[config.mk]
export PLATFORM = sky130hd
export DESIGN_NAME = vga_text_to_ansi_stream_unit
export DESIGN_NICKNAME = d
export VERILOG_FILES = /design/src/hw/rtl/vtta_pkg.sv /design/src/hw/rtl/vga_text_to_ansi_stream_unit.sv /design/src/hw/rtl/vtta_front.sv /design/src/hw/rtl/vtta_fifo.sv /design/src/hw/rtl/vtta_back.sv
export SDC_FILE = /design/constraint.sdc
export NUM_CORES = 1
export LEC_CHECK = 0
export ABC_CLOCK_PERIOD_IN_PS = 6220
export BUFFER_PORTS_ARGS = -buffer_cell sky130_fd_sc_hd__clkbuf_2
export CAP_MARGIN = 20
export CORE_MARGIN = 4
export CORE_UTILIZATION = 50
export DETAILED_ROUTE_END_ITERATION = 10
export PLACE_DENSITY = 0.77
export SKIP_LAST_GASP = 1
export SYNTH_ARGS = -nofsm -noshare
export SYNTH_HDL_FRONTEND = slang
export SYNTH_SLANG_ARGS = --single-unit
[constraint.sdc]
create_clock -name aclk -period 6.22 [get_ports aclk]
set_clock_uncertainty 0.2 [all_clocks]
set_input_delay 0.622 -clock aclk [delete_from_list [all_inputs] [get_ports aclk]]
set_output_delay 0.622 -clock aclk [all_outputs]
set_load 0.01 [all_outputs]
[src/hw/rtl/vtta_pkg.sv]
// ----------------------------------------------------------------------------
// vtta_pkg
// Shared types, constants and helper functions for the VGA text to ANSI
// stream unit: grid size, cell descriptor, byte sequencer segments.
// ----------------------------------------------------------------------------
package vtta_pkg;

    // Text grid
    localparam int COLUMNS = 80;
    localparam int ROWS    = 25;
    localparam int CELLS   = COLUMNS * ROWS;

    localparam logic [7:0] COL_LAST = 8'(COLUMNS - 1);
    localparam logic [7:0] ROW_LAST = 8'(ROWS - 1);

    // Stream widths
    localparam int S_DATA_W = 40;
    localparam int CELL_W   = 16;

    // Cursor cell divided by COLUMNS through a scaled reciprocal
    localparam int DIV_SHIFT = 24;
    localparam int RECIP_W   = DIV_SHIFT + 1;
    localparam int DIV_RECIP = (2 ** DIV_SHIFT) / COLUMNS;
    localparam int PROD_W    = CELL_W + RECIP_W;

    // Cell queue between front and back
    localparam int QUEUE_DEPTH = 4;
    localparam int QPTR_W      = $clog2(QUEUE_DEPTH);
    localparam int QCNT_W      = $clog2(QUEUE_DEPTH + 1);

    // Characters
    localparam logic [7:0] CH_ESC   = 8'h1B;
    localparam logic [7:0] CH_CR    = 8'h0D;
    localparam logic [7:0] CH_LF    = 8'h0A;
    localparam logic [7:0] CH_SPACE = 8'h20;
    localparam logic [7:0] CH_DEL   = 8'h7F;
    localparam logic [7:0] CH_ZERO  = 8'h30;

    // Classified cell, one queue entry
    typedef struct packed {
        logic              home;
        logic              color;
        logic [3:0]        fg;
        logic [3:0]        bg;
        logic [7:0]        ch;
        logic              crlf;
        logic              frame_end;
        logic              cur_ok;
        logic [CELL_W-1:0] cursor_idx;
    } cell_desc_t;

    typedef struct packed {
        logic full;
        logic empty;
    } queue_status_t;

    // Byte sequencer segments, in emission order
    typedef enum logic [3:0] {
        SEG_HOME,
        SEG_FG_PRE,
        SEG_FG_DIG,
        SEG_BG_PRE,
        SEG_BG_DIG,
        SEG_BG_END,
        SEG_CHAR,
        SEG_CRLF,
        SEG_RST,
        SEG_CUP_PRE,
        SEG_ROW_DIG,
        SEG_SEMI,
        SEG_COL_DIG,
        SEG_CUP_END,
        SEG_DONE
    } seg_t;

    // VGA colour index to ANSI 256-colour index
    function automatic logic [3:0] colour_map(input logic [3:0] idx);
        logic [3:0] res;
        case (idx)
            4'd0:    res = 4'd0;
            4'd1:    res = 4'd4;
            4'd2:    res = 4'd2;
            4'd3:    res = 4'd6;
            4'd4:    res = 4'd1;
            4'd5:    res = 4'd5;
            4'd6:    res = 4'd3;
            4'd7:    res = 4'd7;
            4'd8:    res = 4'd8;
            4'd9:    res = 4'd12;
            4'd10:   res = 4'd10;
            4'd11:   res = 4'd14;
            4'd12:   res = 4'd9;
            4'd13:   res = 4'd13;
            4'd14:   res = 4'd11;
            default: res = 4'd15;
        endcase
        return res;
    endfunction

    // Double dabble, 8-bit binary to three BCD digits
    function automatic logic [11:0] bin_to_bcd(input logic [7:0] v);
        logic [19:0] sh;
        sh = {12'd0, v};
        for (int i = 0; i < 8; i++) begin
            if (sh[11:8] >= 4'd5) begin
                sh[11:8] = sh[11:8] + 4'd3;
            end
            if (sh[15:12] >= 4'd5) begin
                sh[15:12] = sh[15:12] + 4'd3;
            end
            if (sh[19:16] >= 4'd5) begin
                sh[19:16] = sh[19:16] + 4'd3;
            end
            sh = {sh[18:0], 1'b0};
        end
        return sh[19:8];
    endfunction

    // Number of printed digits, no leading zeros
    function automatic logic [1:0] digit_count(input logic [11:0] bcd);
        logic [1:0] n;
        if (bcd[11:8] != 4'd0) begin
            n = 2'd3;
        end else if (bcd[7:4] != 4'd0) begin
            n = 2'd2;
        end else begin
            n = 2'd1;
        end
        return n;
    endfunction

    // ASCII digit at position idx, most significant first
    function automatic logic [7:0] digit_char(input logic [11:0] bcd, input logic [1:0] n,
                                              input logic [2:0] idx);
        logic [1:0] pos;
        logic [3:0] d;
        pos = n - 2'd1 - idx[1:0];
        case (pos)
            2'd0:    d = bcd[3:0];
            2'd1:    d = bcd[7:4];
            default: d = bcd[11:8];
        endcase
        return CH_ZERO + {4'd0, d};
    endfunction

    // Fixed text of a segment
    function automatic logic [7:0] fixed_text(input seg_t seg, input logic [2:0] idx);
        logic [7:0] b;
        b = CH_SPACE;
        case (seg)
            SEG_HOME: begin
                case (idx)
                    3'd0:    b = CH_ESC;
                    3'd1:    b = "[";
                    default: b = "H";
                endcase
            end
            SEG_FG_PRE: begin
                case (idx)
                    3'd0:    b = CH_ESC;
                    3'd1:    b = "[";
                    3'd2:    b = "3";
                    3'd3:    b = "8";
                    3'd4:    b = ";";
                    3'd5:    b = "5";
                    default: b = ";";
                endcase
            end
            SEG_BG_PRE: begin
                case (idx)
                    3'd0:    b = "m";
                    3'd1:    b = CH_ESC;
                    3'd2:    b = "[";
                    3'd3:    b = "4";
                    3'd4:    b = "8";
                    3'd5:    b = ";";
                    3'd6:    b = "5";
                    default: b = ";";
                endcase
            end
            SEG_BG_END: b = "m";
            SEG_CRLF:   b = (idx == 3'd0) ? CH_CR : CH_LF;
            SEG_RST: begin
                case (idx)
                    3'd0:    b = CH_ESC;
                    3'd1:    b = "[";
                    3'd2:    b = "0";
                    default: b = "m";
                endcase
            end
            SEG_CUP_PRE: b = (idx == 3'd0) ? CH_ESC : 8'("[");
            SEG_SEMI:    b = ";";
            SEG_CUP_END: begin
                case (idx)
                    3'd0:    b = "H";
                    3'd1:    b = CH_ESC;
                    3'd2:    b = "[";
                    3'd3:    b = "?";
                    3'd4:    b = "2";
                    3'd5:    b = "5";
                    default: b = "h";
                endcase
            end
            default: b = CH_SPACE;
        endcase
        return b;
    endfunction

    // Index of the last byte of a fixed segment
    function automatic logic [2:0] fixed_last(input seg_t seg);
        logic [2:0] n;
        case (seg)
            SEG_HOME:    n = 3'd2;
            SEG_FG_PRE:  n = 3'd6;
            SEG_BG_PRE:  n = 3'd7;
            SEG_CRLF:    n = 3'd1;
            SEG_RST:     n = 3'd3;
            SEG_CUP_PRE: n = 3'd1;
            SEG_CUP_END: n = 3'd6;
            default:     n = 3'd0;
        endcase
        return n;
    endfunction

    function automatic seg_t first_seg(input cell_desc_t d);
        seg_t s;
        if (d.home) begin
            s = SEG_HOME;
        end else if (d.color) begin
            s = SEG_FG_PRE;
        end else begin
            s = SEG_CHAR;
        end
        return s;
    endfunction

    function automatic seg_t next_seg(input seg_t seg, input cell_desc_t d);
        seg_t s;
        case (seg)
            SEG_HOME:    s = d.color ? SEG_FG_PRE : SEG_CHAR;
            SEG_FG_PRE:  s = SEG_FG_DIG;
            SEG_FG_DIG:  s = SEG_BG_PRE;
            SEG_BG_PRE:  s = SEG_BG_DIG;
            SEG_BG_DIG:  s = SEG_BG_END;
            SEG_BG_END:  s = SEG_CHAR;
            SEG_CHAR: begin
                if (d.crlf) begin
                    s = SEG_CRLF;
                end else if (d.frame_end) begin
                    s = SEG_RST;
                end else begin
                    s = SEG_DONE;
                end
            end
            SEG_RST:     s = d.cur_ok ? SEG_CUP_PRE : SEG_DONE;
            SEG_CUP_PRE: s = SEG_ROW_DIG;
            SEG_ROW_DIG: s = SEG_SEMI;
            SEG_SEMI:    s = SEG_COL_DIG;
            SEG_COL_DIG: s = SEG_CUP_END;
            default:     s = SEG_DONE;
        endcase
        return s;
    endfunction

endpackage

[src/hw/rtl/vga_text_to_ansi_stream_unit.sv]
// ----------------------------------------------------------------------------
// vga_text_to_ansi_stream_unit
// Converts row-major VGA text cells into the ANSI byte stream of one frame.
//
//   channel  dir  payload                                   handshake
//   s_       in   char_code, attr_byte, cursor_cell         s_tvalid / s_tready
//   m_       out  out_byte (tdata), run_last (tlast),       m_tvalid / m_tready
//                 frame_last (tuser)
//
// One output byte per cycle while m_tready is high. A plain cell causes one byte,
// a frame end up to 38; the byte sequencer emits them.
// A four-entry cell queue lets cells enter while longer runs drain.
// Reset (aresetn low, synchronous) clears position, attribute, queue and output.
// m_tready low holds the output byte; the queue fills and s_tready drops.
// ----------------------------------------------------------------------------
module vga_text_to_ansi_stream_unit (
    input  logic                          aclk,
    input  logic                          aresetn,
    input  logic                          s_tvalid,
    output logic                          s_tready,
    input  logic [vtta_pkg::S_DATA_W-1:0] s_tdata,   // [7:0] char_code, [15:8] attr_byte,
                                                     // [32:16] cursor_cell, [39:33] zero
    output logic                          m_tvalid,
    input  logic                          m_tready,
    output logic [7:0]                    m_tdata,   // [7:0] out_byte
    output logic                          m_tlast,
    output logic                          m_tuser    // [0] frame_last
);
    import vtta_pkg::*;

    logic          push;
    logic          pop;
    cell_desc_t    push_desc;
    cell_desc_t    head_desc;
    queue_status_t q_status;

    vtta_front u_front (
        .aclk      (aclk),
        .aresetn   (aresetn),
        .s_tvalid  (s_tvalid),
        .s_tready  (s_tready),
        .s_tdata   (s_tdata),
        .q_status  (q_status),
        .push      (push),
        .push_desc (push_desc)
    );

    vtta_fifo u_fifo (
        .aclk      (aclk),
        .aresetn   (aresetn),
        .push      (push),
        .push_desc (push_desc),
        .pop       (pop),
        .head_desc (head_desc),
        .q_status  (q_status)
    );

    vtta_back u_back (
        .aclk      (aclk),
        .aresetn   (aresetn),
        .head_desc (head_desc),
        .q_status  (q_status),
        .pop       (pop),
        .m_tvalid  (m_tvalid),
        .m_tready  (m_tready),
        .m_tdata   (m_tdata),
        .m_tlast   (m_tlast),
        .m_tuser   (m_tuser)
    );

    // Frame end only ever marks the closing byte of a run
    a_frame_on_run_end: assert property (@(posedge aclk) disable iff (!aresetn)
        m_tvalid && m_tuser |-> m_tlast)
        else $error("frame_last without run_last");

    a_queue_status: assert property (@(posedge aclk) disable iff (!aresetn)
        !(q_status.full && q_status.empty))
        else $error("cell queue full and empty at once");

    a_no_pop_empty: assert property (@(posedge aclk) disable iff (!aresetn)
        pop |-> !q_status.empty)
        else $error("cell queue popped while empty");

    a_reset_idle: assert property (@(posedge aclk)
        !aresetn |=> !m_tvalid)
        else $error("output valid right after reset");

endmodule

[src/hw/rtl/vtta_front.sv]
// ----------------------------------------------------------------------------
// vtta_front
// Accepts text cells, tracks the grid position and the last attribute, and
// classifies each cell into a descriptor for the cell queue.
// ----------------------------------------------------------------------------
module vtta_front (
    input  logic                            aclk,
    input  logic                            aresetn,
    input  logic                            s_tvalid,
    output logic                            s_tready,
    input  logic [vtta_pkg::S_DATA_W-1:0]   s_tdata,   // char_code, attr_byte, cursor_cell
    input  vtta_pkg::queue_status_t         q_status,
    output logic                            push,
    output vtta_pkg::cell_desc_t            push_desc
);
    import vtta_pkg::*;

    logic [7:0] col_reg, col_next;
    logic [7:0] row_reg, row_next;
    logic [7:0] prev_attr_reg, prev_attr_next;
    logic       attr_known_reg, attr_known_next;

    logic [7:0]  ch_in;
    logic [7:0]  attr_in;
    logic [16:0] cur_in;
    logic        home;
    logic        color;
    logic        row_end;
    logic        frame_end;

    always_ff @(posedge aclk) begin
        if (!aresetn) begin
            col_reg        <= '0;
            row_reg        <= '0;
            prev_attr_reg  <= '0;
            attr_known_reg <= 1'b0;
        end else begin
            col_reg        <= col_next;
            row_reg        <= row_next;
            prev_attr_reg  <= prev_attr_next;
            attr_known_reg <= attr_known_next;
        end
    end

    always_comb begin
        ch_in     = s_tdata[7:0];
        attr_in   = s_tdata[15:8];
        cur_in    = s_tdata[32:16];
        home      = (col_reg == 8'd0) && (row_reg == 8'd0);
        color     = home || !attr_known_reg || (attr_in != prev_attr_reg);
        row_end   = col_reg >= COL_LAST;
        frame_end = row_end && (row_reg >= ROW_LAST);

        s_tready = !q_status.full;
        push     = s_tvalid && !q_status.full;

        push_desc.home       = home;
        push_desc.color      = color;
        push_desc.fg         = colour_map(attr_in[3:0]);
        push_desc.bg         = colour_map({1'b0, attr_in[6:4]});
        push_desc.ch         = ((ch_in < CH_SPACE) || (ch_in == CH_DEL)) ? CH_SPACE : ch_in;
        push_desc.crlf       = row_end && !frame_end;
        push_desc.frame_end  = frame_end;
        push_desc.cur_ok     = !cur_in[16] && (cur_in[15:0] < CELL_W'(CELLS));
        push_desc.cursor_idx = cur_in[15:0];

        col_next        = col_reg;
        row_next        = row_reg;
        prev_attr_next  = prev_attr_reg;
        attr_known_next = attr_known_reg;
        if (push) begin
            if (color) begin
                prev_attr_next = attr_in;
            end
            attr_known_next = 1'b1;
            if (frame_end) begin
                col_next        = '0;
                row_next        = '0;
                attr_known_next = 1'b0;
            end else if (row_end) begin
                col_next = '0;
                row_next = row_reg + 8'd1;
            end else begin
                col_next = col_reg + 8'd1;
            end
        end
    end

endmodule

[src/hw/rtl/vtta_fifo.sv]
// ----------------------------------------------------------------------------
// vtta_fifo
// Short queue of classified cells between the front and the byte sequencer.
// ----------------------------------------------------------------------------
module vtta_fifo (
    input  logic                    aclk,
    input  logic                    aresetn,
    input  logic                    push,
    input  vtta_pkg::cell_desc_t    push_desc,
    input  logic                    pop,
    output vtta_pkg::cell_desc_t    head_desc,
    output vtta_pkg::queue_status_t q_status
);
    import vtta_pkg::*;

    cell_desc_t         entry_reg [QUEUE_DEPTH];
    logic [QPTR_W-1:0]  wr_ptr_reg, wr_ptr_next;
    logic [QPTR_W-1:0]  rd_ptr_reg, rd_ptr_next;
    logic [QCNT_W-1:0]  count_reg, count_next;

    always_ff @(posedge aclk) begin
        if (push) begin
            entry_reg[wr_ptr_reg] <= push_desc;
        end
    end

    always_ff @(posedge aclk) begin
        if (!aresetn) begin
            wr_ptr_reg <= '0;
            rd_ptr_reg <= '0;
            count_reg  <= '0;
        end else begin
            wr_ptr_reg <= wr_ptr_next;
            rd_ptr_reg <= rd_ptr_next;
            count_reg  <= count_next;
        end
    end

    always_comb begin
        wr_ptr_next = wr_ptr_reg;
        rd_ptr_next = rd_ptr_reg;
        count_next  = count_reg;
        if (push) begin
            wr_ptr_next = (wr_ptr_reg == QPTR_W'(QUEUE_DEPTH - 1)) ? '0 : wr_ptr_reg + 1'b1;
        end
        if (pop) begin
            rd_ptr_next = (rd_ptr_reg == QPTR_W'(QUEUE_DEPTH - 1)) ? '0 : rd_ptr_reg + 1'b1;
        end
        if (push && !pop) begin
            count_next = count_reg + 1'b1;
        end else if (pop && !push) begin
            count_next = count_reg - 1'b1;
        end
        head_desc      = entry_reg[rd_ptr_reg];
        q_status.full  = count_reg == QCNT_W'(QUEUE_DEPTH);
        q_status.empty = count_reg == '0;
    end

endmodule

[src/hw/rtl/vtta_back.sv]
// ----------------------------------------------------------------------------
// vtta_back
// Byte sequencer: walks the segments of one cell descriptor and emits the
// terminal bytes through an output register. Also converts the cursor cell
// to row and column digits in a short register chain.
// ----------------------------------------------------------------------------
module vtta_back (
    input  logic                    aclk,
    input  logic                    aresetn,
    input  vtta_pkg::cell_desc_t    head_desc,
    input  vtta_pkg::queue_status_t q_status,
    output logic                    pop,
    output logic                    m_tvalid,
    input  logic                    m_tready,
    output logic [7:0]              m_tdata,   // out_byte
    output logic                    m_tlast,
    output logic                    m_tuser    // frame_last
);
    import vtta_pkg::*;

    localparam logic [RECIP_W-1:0] RECIP_C = RECIP_W'(DIV_RECIP);
    localparam logic [CELL_W-1:0]  COL_W16 = CELL_W'(COLUMNS);
    localparam logic [8:0]         COL_W9  = 9'(COLUMNS);

    logic              cur_valid_reg, cur_valid_next;
    cell_desc_t        desc_reg, desc_next;
    seg_t              seg_reg, seg_next;
    logic [2:0]        idx_reg, idx_next;
    logic              m_valid_reg, m_valid_next;
    logic [7:0]        m_data_reg, m_data_next;
    logic              m_last_reg, m_last_next;
    logic              m_user_reg, m_user_next;

    logic [PROD_W-1:0] prod_reg, prod_next;
    logic [7:0]        quo_reg, quo_next;
    logic [7:0]        rem_reg, rem_next;
    logic [11:0]       row_bcd_reg, row_bcd_next;
    logic [11:0]       col_bcd_reg, col_bcd_next;

    logic [7:0]        qest;
    logic [CELL_W-1:0] rem_wide;
    logic [8:0]        rem9;
    logic [11:0]       fg_bcd;
    logic [7:0]        byte_val;
    logic              seg_last;
    seg_t              seg_after;
    logic              run_done;
    logic              emit;
    logic              load;

    always_ff @(posedge aclk) begin
        if (!aresetn) begin
            cur_valid_reg <= 1'b0;
            seg_reg       <= SEG_DONE;
            idx_reg       <= '0;
            m_valid_reg   <= 1'b0;
        end else begin
            cur_valid_reg <= cur_valid_next;
            seg_reg       <= seg_next;
            idx_reg       <= idx_next;
            m_valid_reg   <= m_valid_next;
        end
    end

    always_ff @(posedge aclk) begin
        desc_reg    <= desc_next;
        m_data_reg  <= m_data_next;
        m_last_reg  <= m_last_next;
        m_user_reg  <= m_user_next;
        prod_reg    <= prod_next;
        quo_reg     <= quo_next;
        rem_reg     <= rem_next;
        row_bcd_reg <= row_bcd_next;
        col_bcd_reg <= col_bcd_next;
    end

    // Cursor: product, corrected quotient/remainder, then BCD, each registered. The
    // chain settles after a load, well before the row digits are reached.
    always_comb begin
        prod_next = PROD_W'(desc_reg.cursor_idx) * PROD_W'(RECIP_C);
        qest      = prod_reg[DIV_SHIFT +: 8];
        rem_wide  = desc_reg.cursor_idx - CELL_W'(CELL_W'(qest) * COL_W16);
        rem9      = rem_wide[8:0];
        if (rem9 >= COL_W9) begin
            quo_next = qest + 8'd1;
            rem_next = 8'(rem9 - COL_W9);
        end else begin
            quo_next = qest;
            rem_next = rem9[7:0];
        end
        row_bcd_next = bin_to_bcd(quo_reg + 8'd1);
        col_bcd_next = bin_to_bcd(rem_reg + 8'd1);
    end

    always_comb begin
        fg_bcd = bin_to_bcd({4'd0, desc_reg.fg});

        unique case (seg_reg)
            SEG_FG_DIG: begin
                byte_val = digit_char(fg_bcd, digit_count(fg_bcd), idx_reg);
                seg_last = idx_reg[1:0] == digit_count(fg_bcd) - 2'd1;
            end
            SEG_BG_DIG: begin
                byte_val = CH_ZERO + {4'd0, desc_reg.bg};
                seg_last = 1'b1;
            end
            SEG_CHAR: begin
                byte_val = desc_reg.ch;
                seg_last = 1'b1;
            end
            SEG_ROW_DIG: begin
                byte_val = digit_char(row_bcd_reg, digit_count(row_bcd_reg), idx_reg);
                seg_last = idx_reg[1:0] == digit_count(row_bcd_reg) - 2'd1;
            end
            SEG_COL_DIG: begin
                byte_val = digit_char(col_bcd_reg, digit_count(col_bcd_reg), idx_reg);
                seg_last = idx_reg[1:0] == digit_count(col_bcd_reg) - 2'd1;
            end
            default: begin
                byte_val = fixed_text(seg_reg, idx_reg);
                seg_last = idx_reg == fixed_last(seg_reg);
            end
        endcase

        seg_after = next_seg(seg_reg, desc_reg);
        run_done  = seg_last && (seg_after == SEG_DONE);
        emit      = cur_valid_reg && (!m_valid_reg || m_tready);
        load      = !q_status.empty && (!cur_valid_reg || (emit && run_done));
        pop       = load;

        m_valid_next   = m_valid_reg;
        m_data_next    = m_data_reg;
        m_last_next    = m_last_reg;
        m_user_next    = m_user_reg;
        cur_valid_next = cur_valid_reg;
        desc_next      = desc_reg;
        seg_next       = seg_reg;
        idx_next       = idx_reg;

        if (emit) begin
            m_valid_next = 1'b1;
            m_data_next  = byte_val;
            m_last_next  = run_done;
            m_user_next  = run_done && desc_reg.frame_end;
            if (seg_last) begin
                if (run_done) begin
                    cur_valid_next = 1'b0;
                    seg_next       = SEG_DONE;
                end else begin
                    seg_next = seg_after;
                end
                idx_next = '0;
            end else begin
                idx_next = idx_reg + 3'd1;
            end
        end else if (m_tready) begin
            m_valid_next = 1'b0;
        end

        // Take the next cell in the same cycle the previous run finishes
        if (load) begin
            cur_valid_next = 1'b1;
            desc_next      = head_desc;
            seg_next       = first_seg(head_desc);
            idx_next       = '0;
        end

        m_tvalid = m_valid_reg;
        m_tdata  = m_data_reg;
        m_tlast  = m_last_reg;
        m_tuser  = m_user_reg;
    end

endmodule

Word level (Yosys, flattened, before mapping)
Memories as Yosys holds them, arrays and structs flattened. A register that Yosys moved wholly into a read port is not among the register bits.
Index checks and enable logic that the tools add are counted.
- $add $sub $neg: 37
- reduce and logical (&&, ||, !) cells: 53
- $lt $le $gt $ge: 20
- bitwise gates (word level): 1
- multiply operators: 2
- eq/ne operators: 32
- multiplexer cells: 75
- operator list (operator ; number):
    $mux 4 ; 22
    $pmux 7 s6 ; 2
    $pmux 8 s9 ; 1
    $mux 8 ; 7
    $pmux 4 s12 ; 1
    $add 4x2->4 const B ; 10
    $add 8x1->8 const B ; 5
    $ge 4x3->1 const B ; 10
    $pmux 8 s5 ; 1
    $pmux 7 s5 ; 1
    $mux 3 ; 11
    $mul 16x18->32 const B ; 1
    $add 6x4->7 const A ; 4
    $eq 4x4->1 const B ; 7
    $mux 2 ; 12
    $pmux 4 s2 ; 3
    $pmux 7 s3 ; 1
    $add 3x2->4 const B ; 5
    $eq 4x3->1 const B ; 4
    $logic_not 8->1 ; 2
    $lt 16x11->1 const B ; 1
    $reduce_bool 4->1 ; 4
    $ge 3x3->1 const B ; 5
    $pmux 3 s5 ; 1
    39 further kinds ; 99
- register bits: 155
- bits in writable memories: 148
- logic and storage cells: 252
- memories: 3
- ROM bits: 88
- memory list (memory ; words ; width ; read ports ; clocked after Yosys merged registers in ; write ports ; RTL line ; text):
    u_fifo.entry_reg ; 4 ; 37 ; 1 ; 1 ; 1 ; vtta_fifo.sv:16 ; cell_desc_t entry_reg [QUEUE_DEPTH];
    (name not given) ; 16 ; 4 ; 1 ; 0 ; 0 ; vtta_pkg.sv:79 ; case (idx)
    (name not given) ; 8 ; 3 ; 1 ; 0 ; 0 ; vtta_pkg.sv:79 ;

Logic depth before layout (Yosys ltp)
- word-level depth: 14
- mapped depth: 26
- depth with buffers taken out: 26

Cells and area by module
A second synthesis with hierarchy kept.
- cells, all modules: 1498
- area total of the unflattened synthesis: 17237.8 um2
- by module, submodules not included (module ; sequential area each (um2) ; times used ; area each (um2) ; cells an instance):
    vtta_back ; 2442.3 ; 1 ; 9873.2 ; 1070
    vtta_fifo ; 4624.4 ; 1 ; 5853.1 ; 237
    vtta_front ; 500.5 ; 1 ; 1511.4 ; 191

Least setup slack after synthesis
Ideal clock, no wire load.
- path kind: register to register
- start point: reg u_back.desc_reg[5] (netlist bit)
- end point: reg u_back.prod_reg[31]
- arrival time: 5233 ps
- clock period less this slack: 5554 ps
- library setup time: 121 ps
- cell stages (with the launch flop): 23
- required time: 5899 ps
- setup slack: 666 ps
- cell sequence: edfxtp_1 inv_1 ha_1 fa_1 inv_1 fa_1 inv_1 fa_1 inv_1 fa_1 inv_1 fa_1 inv_1 ha_1 nand4_1 nor2_1 and3_1 nand3_1 and3_1 a21oi_1 a221oi_1 nor2b_1 xnor2_1
- cells in the longest elaborated chain, start to end: 1
- RTL lines (item ; RTL line ; text):
    from (decl) ; vtta_back.sv:26 ; cell_desc_t desc_reg, desc_next;
    from (signal assigned) ; vtta_back.sv:66 ; desc_reg <= desc_next;
    $mul 16x18->32 ; vtta_back.sv:80 ; prod_next = PROD_W'(desc_reg.cursor_idx) * PROD_W'(RECIP_C);
    net u_back.prod_next[31] ; vtta_back.sv:34 ; logic [PROD_W-1:0] prod_reg, prod_next;
    to (signal assigned) ; vtta_back.sv:70 ; prod_reg <= prod_next;
    to (decl) ; vtta_back.sv:34 ;
The timed path passes the listed nets, and every way through them passes these cells.
A chain may end at the register's enable or synchronous reset.

Worst setup path in the final report
- start point: reg u_back.desc_reg[2] (netlist bit)
- end point: reg u_back.prod_reg[29]
The elaborated chain is that of the path after synthesis.

==> results.sh <==
export IMPL_status="finished clean"
export IMPL_port_buffers=48
export IMPL_path_cells="ha_1, inv_1, fa_1, inv_1, fa_1, inv_1, fa_1, inv_1, fa_1, inv_1, fa_1, inv_1, ha_1, nand4_1, nor2_1, and3_1, nand3_1, and3_1, a21oi_2, a21o_1, a21oi_1, xnor2_1"
export IMPL_post_cts_buffers=0
export IMPL_rr_endpoint="u_back.prod_reg[29]"
export IMPL_crit_fanout=4
export IMPL_clock_latency_ns=0.57
export IMPL_diodes=0
export IMPL_hold_path_class="in -> reg"
export IMPL_nets=1791
export IMPL_synth_edf_count=189
export IMPL_via_count=11300
export IMPL_grt_pass1_vias=11300
export IMPL_cp_required_ns=6.45
export IMPL_fp_dieArea_um2=36700
export IMPL_path_buf_inv=6
export IMPL_antenna_found_initial=0
export IMPL_fin_area_um2=18500
export IMPL_synth_top_area_share=0.337
export IMPL_synthTopCellsByArea="edfxtp_1 34%, ha_1 11%, dfxtp_1 10%, fa_1 7.5%, mux4_2 4.8%"
export IMPL_synth_common_cells="189 x edfxtp_1, 177 x inv_1, 147 x ha_1"
export IMPL_rrSetupSlack_ns=0.28
export IMPL_yosysUniqueCellTypes=90
export IMPL_final_setup_tns_ns=0
export IMPL_slew_violations=0
export IMPL_max_slew_margin=0.266
export IMPL_hp_start="s_tdata[16]"
export IMPL_grt_max_degree=37
export IMPL_cts_tree="done"
export IMPL_wl_um=34100
export IMPL_ys_seq_area_frac=0.441
export IMPL_crit_type="reg -> reg"
export IMPL_cts_sinks=276
export IMPL_viasPerCell=5.65
export IMPL_synth_area_um2=16800
export IMPL_area_growth_pct=9.82
export IMPL_period_minus_slack_ns=5.94
export IMPL_final_hold_viol_count=0
export IMPL_timing_rr_start="u_back.desc_reg[2]"
export IMPL_worst_setup_path_start_kind="flip-flop"
export IMPL_clk_pin_slew_ns=0.07
export IMPL_yosysMostFrequentCell="edfxtp_1"
export IMPL_clockRootBuffer="clkbuf_16"
export IMPL_drt_initial_drc_count=901
export IMPL_drc=0
export IMPL_synth_nets=1741
export IMPL_min_path_cells=1
export IMPL_drt_pre_antenna_iters=5
export IMPL_synth_area_leader_cell="edfxtp_1"
export IMPL_htreeDepth=1
export IMPL_path_depth=22
export IMPL_ioPinCount=56
export IMPL_clk_path_buf_depth=3
export IMPL_synthCells=1487
export IMPL_die_h_um=192
export IMPL_synth_warnings=0
export IMPL_holdWs_ns=0.0815
export IMPL_grt_pass1_wl_um=56700
export IMPL_crit_arrival_ns=6.16
export IMPL_cap_violations=0
export IMPL_critPathMaxStageDelay_ns=0.56
export IMPL_gp_congestion=0.908
export IMPL_critical_path_slowest_cell="fa_1"
export IMPL_setup_viol=0
export IMPL_overflow=0
export IMPL_hpwl_um=24400
export IMPL_hold_path_end="u_fifo.entry_reg[2][0]"
export IMPL_track_usage=0.188
export IMPL_crit_family="adder cells"
export IMPL_async_flop_share=0
export IMPL_post_route_period_util=0.954
export IMPL_avgSynthCellArea_um2=11.3
export IMPL_postPlaceCellArea_um2=17600
export IMPL_core_region_area_um2=32900
export IMPL_wl_per_cell_um=17.1
export IMPL_layout_drive_gt1_share=0.115
export IMPL_ant_nets=0
export IMPL_cts_buffers=28
export IMPL_floorplan_initialDensity=0.512
export IMPL_synth_seq_cells=276
export IMPL_worst_pin_slew_ns=1.10
export IMPL_placementRows=66
export IMPL_cpMostUsedCell="inv_1"
export IMPL_dieWidth_um=192
export IMPL_reg2reg_depth=22
export IMPL_end_kind="flip-flop"
export IMPL_clock_fmax_mhz=168
export IMPL_synthFlopType="edfxtp_1"
export IMPL_largest_register_ffs=144
[per-stage QoR]
step                 util  worst slack, ns  cells
floorplan               -            0.666   1487
global placement    0.534            0.345   1949
detailed placement  0.534            0.271   1949
CTS                 0.561            0.185   2001
global route        0.563          -0.0144   2001
finish              0.563            0.283   2001
[layer usage]
layer | vias up | routed length [µm] | GRT usage
met5 | - | 0 | 0
met4 | 0 | 594 | 0.0384
met3 | 43 | 1840 | 0.0261
met2 | 307 | 16400 | 0.320
met1 | 5508 | 15200 | 0.261
li1 | 5439 | - | -
[logic make-up after synthesis]
logic type / after synthesis / share of synthesized area
AOI/OAI and AO/OA: 266 / 0.108
adders and majority gates: 210 / 0.184
DFF: 276 / 0.441
muxes: 71 / 0.0707
and+or+nand+nor: 377 / 0.112
buffers and inverters: 220 / 0.0502
xor gates and xnor gates: 67 / 0.0349
[worst max path at each step]
stage,start,to,slack (ns)
after CTS,u_back.desc_reg[2],u_back.prod_reg[31],0.18
after detailed placement,u_back.desc_reg[2],u_back.prod_reg[31],0.27
after floorplan,u_back.desc_reg[5],u_back.prod_reg[31],0.67
after global placement,u_back.desc_reg[10],u_back.prod_reg[31],0.35
final,u_back.desc_reg[2],u_back.prod_reg[29],0.28
after global routing,u_back.desc_reg[2],u_back.prod_reg[29],-0.01
[worst register-to-register path: stages (launching register included)]
cell      delay (ns)
edfxtp_1        0.51
ha_1            0.35
inv_1           0.05
fa_1            0.53
inv_1           0.10
fa_1            0.56
inv_1           0.07
fa_1            0.48
inv_1           0.05
fa_1            0.54
inv_1           0.06
fa_1            0.53
inv_1           0.04
ha_1            0.31
nand4_1         0.09
nor2_1          0.16
and3_1          0.23
nand3_1         0.08
and3_1          0.22
a21oi_2         0.23
a21o_1          0.18
a21oi_1         0.09
xnor2_1         0.13
[cell type report]
class                      count  area, µm²
fill                        2721      14400
multi-input combinational    991       8610
sequential                   276       7420
clock buffer                  32        726
inverter                     179        672
tap                          442        553
timing repair buffer          61        338
clock inverter                20        173
[what timing repair did]
item	in CTS	in global routing
hold buffers	0	0
setup endpoints to repair	0	15
gates resized for setup	0	8
[cells in the final DEF (no fill, tap or decap), drive strengths merged, types with 8 or more instances in the layout]
master  Yosys  routed
dfxtp      87      87
fa         63      63
nand3      32      32
a21boi     12      12
clkinv      2      14
ha        147     147
nand2     102     102
o22ai       8       8
nor3       27      27
buf        14      13
xor2       22      22
edfxtp    189     189
nand4      12      12
and2       12      12
a31oi      15      15
nand2b     18      18
xnor2      45      45
o211ai     19      19
clkbuf     27      80
a21oi      61      61
a21o       14      14
mux4       36      36
and3       20      20
nor2b      28      28
o21ai      61      61
nor2       89      89
mux2i      31      31
inv       177     179
Power is left out: the tool's default activity adds up to more than one toggle a clock period on the data nets, which glitch-free logic cannot reach.
